`config.mk`:
```
export PLATFORM = sky130hd
export DESIGN_NAME = sl_ram
export DESIGN_NICKNAME = d
export VERILOG_FILES = /design/src/hw/rtl/skip_list_sorted_multiset_defines.svh /design/src/hw/rtl/sl_ram.sv
export SDC_FILE = /design/constraint.sdc
export NUM_CORES = 1
export LEC_CHECK = 0
export BUFFER_PORTS_ARGS = -buffer_cell sky130_fd_sc_hd__buf_4
export CORE_MARGIN = 1
export CORE_UTILIZATION = 54
export DETAILED_ROUTE_END_ITERATION = 7
export PLACE_DENSITY_LB_ADDON = 0.2
export SYNTH_ARGS = -nofsm -noshare
export SYNTH_HDL_FRONTEND = slang
export SYNTH_SLANG_ARGS = --single-unit
```
`constraint.sdc`:
```
create_clock -name clk -period 1.7 [get_ports clk]
set_clock_uncertainty 0.2 [all_clocks]
set_input_delay 0.085 -clock clk [delete_from_list [all_inputs] [get_ports clk]]
set_output_delay 0.085 -clock clk [all_outputs]
set_load 0.05 [all_outputs]
```
`src/hw/rtl/skip_list_sorted_multiset_defines.svh`:
```
// Assertion macros used by the skip list RTL
`ifndef SKIP_LIST_SORTED_MULTISET_DEFINES_SVH
`define SKIP_LIST_SORTED_MULTISET_DEFINES_SVH
// Implication checked on every clock edge outside reset
`define SL_ASSERT_IMP(label, clk, rst, ante, cons, msg) \
  label: assert property (@(posedge clk) disable iff (rst) (ante) |-> (cons)) else $error(msg);
// Next-cycle implication
`define SL_ASSERT_NEXT(label, clk, rst, ante, cons, msg) \
  label: assert property (@(posedge clk) disable iff (rst) (ante) |=> (cons)) else $error(msg);
`endif

```
`src/hw/rtl/sl_ram.sv`:
```
// ----------------------------------------------------------------------------
// sl_ram
// Generic single-port-write, single-read RAM with registered read data.
// ----------------------------------------------------------------------------
module sl_ram #(
  parameter int WIDTH = 8,
  parameter int DEPTH = 16
) (
  input  logic                     clk,
  input  logic                     we,
  input  logic [$clog2(DEPTH)-1:0] waddr,
  input  logic [WIDTH-1:0]         wdata,
  input  logic [$clog2(DEPTH)-1:0] raddr,
  output logic [WIDTH-1:0]         rdata
);
  logic [WIDTH-1:0] mem [DEPTH];

  // write port and registered read
  always_ff @(posedge clk) begin
    if (we) mem[waddr] <= wdata;
    rdata <= mem[raddr];
  end
endmodule

```
==> impl_results.md <==
- CTS H-tree lvls: 4
- Post-CTS setup buffers: 0
- Max-cap viol count: 0
- Root Driver: clkbuf_8
- WL final: around 9600 µm
- Worst min path class: input pin to flip-flop
- Tcrit/Tclk final: 95.4%
- P_leak: 2.22 nW
- Die height: ~100 µm
- Worst EP required: around 1.9 ns
- Critical hold path startpoint: we
- Via count of the first global-routing pass: 2585
- Critical path endpoint category: flip-flop
- Syn Area/Cell: 22.5 µm²
- Worst R2R End: rdata[5]
- Setup WS post-layout: 0.0777 ns
- Core Rows: 35
- Initial antenna violation count: 0
- Routed wire length per instance: 21.7 µm
- Yosys warnings: 0
- Share of layout cells above drive strength 1: just over 30%
- Max IR drop VDD: 0.967 mV
- Crit Path Max Fanout: 1
- Mapped cell area: 5150 µm²
- P&R area growth vs syn: 25.2%
- Min Tclk post-route: 1.62 ns
- I/O pin cnt: 26
- Critical path arrival: between 1.5 and 2 ns
- Via count: 2492
- Sequential share of the synthesized area: 77.8%
- Overall Power: 8.33 mW
- Nets@finish: 317
- Final setup TNS: 0 ns
- CTS Sinks: 136
- Area share of the largest cell type after synthesis: 74.7%
- Netlist cell types: 19
- Core outline area: 9240 µm²
- Async SR Flop Fraction: 0%
- Worst-margin pin slew: 0.703 ns
- Worst Reg-to-Reg Cells: 3
- Final RePlAce weighted congestion: 0.746
- Slew Viols, Final: 0
- Final hold vios: 0
- PD cells: between 1000 and 1500 nW/µm²
- Top cells by area, synth: edfxtp_1 75%, mux4_2 7.9%, mux4_1 7.1%
- Post-synthesis register bit count: 136
- Port buffer count: 25
- Largest net degree at the start of global routing: 21
- Starting DRT DRC Count: 183
- Place WS: around 0.065 ns
- Reg clk slew, reported paths: 0.06 ns
- Slew margin rel.: 53.0%
- Status: completed
- ANT nets after route: 0
- First-pass GRT wire length: about 15000 µm
- DIE AREA: ~9900 µm²
- Overall Global Routing Usage: 21.3%
- Max frequency: 0.616 GHz
- Most frequent cells in the layout: 128 x edfxtp_1, 41 x buf_4, 18 x mux4_2
- Setup CP Type: flip-flop to flip-flop
- EDFF count, synth: 128
- Yosys top cell by area: edfxtp_1
- Reg-to-reg slack, setup: 0.08 ns
- Total grt overflow: 0
- Commonest non-fill, non-tap cell in the layout: edfxtp_1
- Die Wd: 99.6 µm
- Drt first pass iters: 4
- TritonCTS clock tree: built
- DR DRC count: 0
- Worst R2R Start: mem[1][5]
- WHS Endpoint: mem[15][5]
- Startpoint types: flip-flop
- Clk Latency, worst-skew pair: 0.51 ns
- Min-Delay Path Depth: 4
- Starting Density: 55.7%
- CTS buffer count: 17
- Most used DFF post-synth: edfxtp_1
- Vias per std cell: about 5.7
- N_diodes: 0
- Mapped Nets: 247
- Max Root-Sink Buffers: 2
- DP Wirelength: around 6000 µm
- RSZ-0062 raised after global routing: no
- Synthesized netlist cell count: 229
- Setup-failing EPs final: 0
[per-layer routing]
layer  part of all wire [%]  routed length, µm  global-route usage (%)
met5                      0                  0                       0
met4                   0.94                 90                    8.37
met3                    5.0                482                    5.27
met2                     53               5030                    34.5
met1                     41               3960                    28.3
[metrics by stage]
step | hold WS (ns) | utilization [%] | cell area (µm²) | std cells
after floorplan | -0.0161 | - | 5150 | 229
after global placement | 0.192 | 60.9 | 5620 | 394
after detailed placement | 0.207 | 60.9 | 5620 | 394
after CTS | 0.00164 | 69.6 | 6430 | 440
after global routing | 0.0388 | 69.7 | 6440 | 441
final | 0.0290 | 69.7 | 6440 | 441
[where the power goes]
group	leakage [nW]	switching (mW)	internal, mW
combinational	0.684	0.271	0.208
sequential	1.22	0.0257	3.75
clock	0.311	1.32	2.76
[area by class of cell]
type	instances	area [µm²]
flip-flops and latches	136	4000
fillers	575	2800
multi-input cells	83	1060
repair buffers	61	549
clock buffers	21	449
clock inverters	11	219
well taps	129	161
[registers in the layout, summed over array words and instances, names as in the netlist]
register / flops
mem: 128
rdata: 8
[Yosys cell counts (all sizes together), types with 2 or more instances]
master / n
nand3b: 2
mux4: 32
nor3: 4
clkdlybuf4s25: 3
dfxtp: 8
a22oi: 16
nand2b: 2
nor2: 13
edfxtp: 128
buf: 7
nand2: 9
[worst max path at each step]
stage / startpoint / end / slack [ns] / cells past startpoint
2_1_floorplan: waddr[2] / mem[3][0] / 0.15 / 2
3_3_place_gp: raddr[0] / rdata[5] / 0.09 / 5
3_5_place_dp: raddr[0] / rdata[5] / 0.07 / 5
4_1_cts: waddr[1] / mem[0][0] / 0.07 / 5
5_1_grt: waddr[2] / mem[0][5] / 0.06 / 5
6_report: mem[1][5] / rdata[5] / 0.08 / 3
[kinds of logic (layout without fill, tap and decap cells)]
group	Yosys count	count (layout)	synth area share, %
compound gates	16	16	2.33
flops	136	136	77.8
mux	32	32	15.0
simple gates	35	35	3.18
buf+inv	10	93	1.68
[worst max-delay path: stages (launching register included)]
cell and delay (ns):
edfxtp_1 0.39, mux4_1 0.53, a22oi_1 0.30, nand2_1 0.09
[what timing repair did]
item                                   4_1_cts  5_1_grt
endpoints found under the hold margin      168        5
setup endpoints to repair                    0        8
gates resized for setup                      0        1
hold buffers                                14        2
Power figures use the tool's default switching activity.
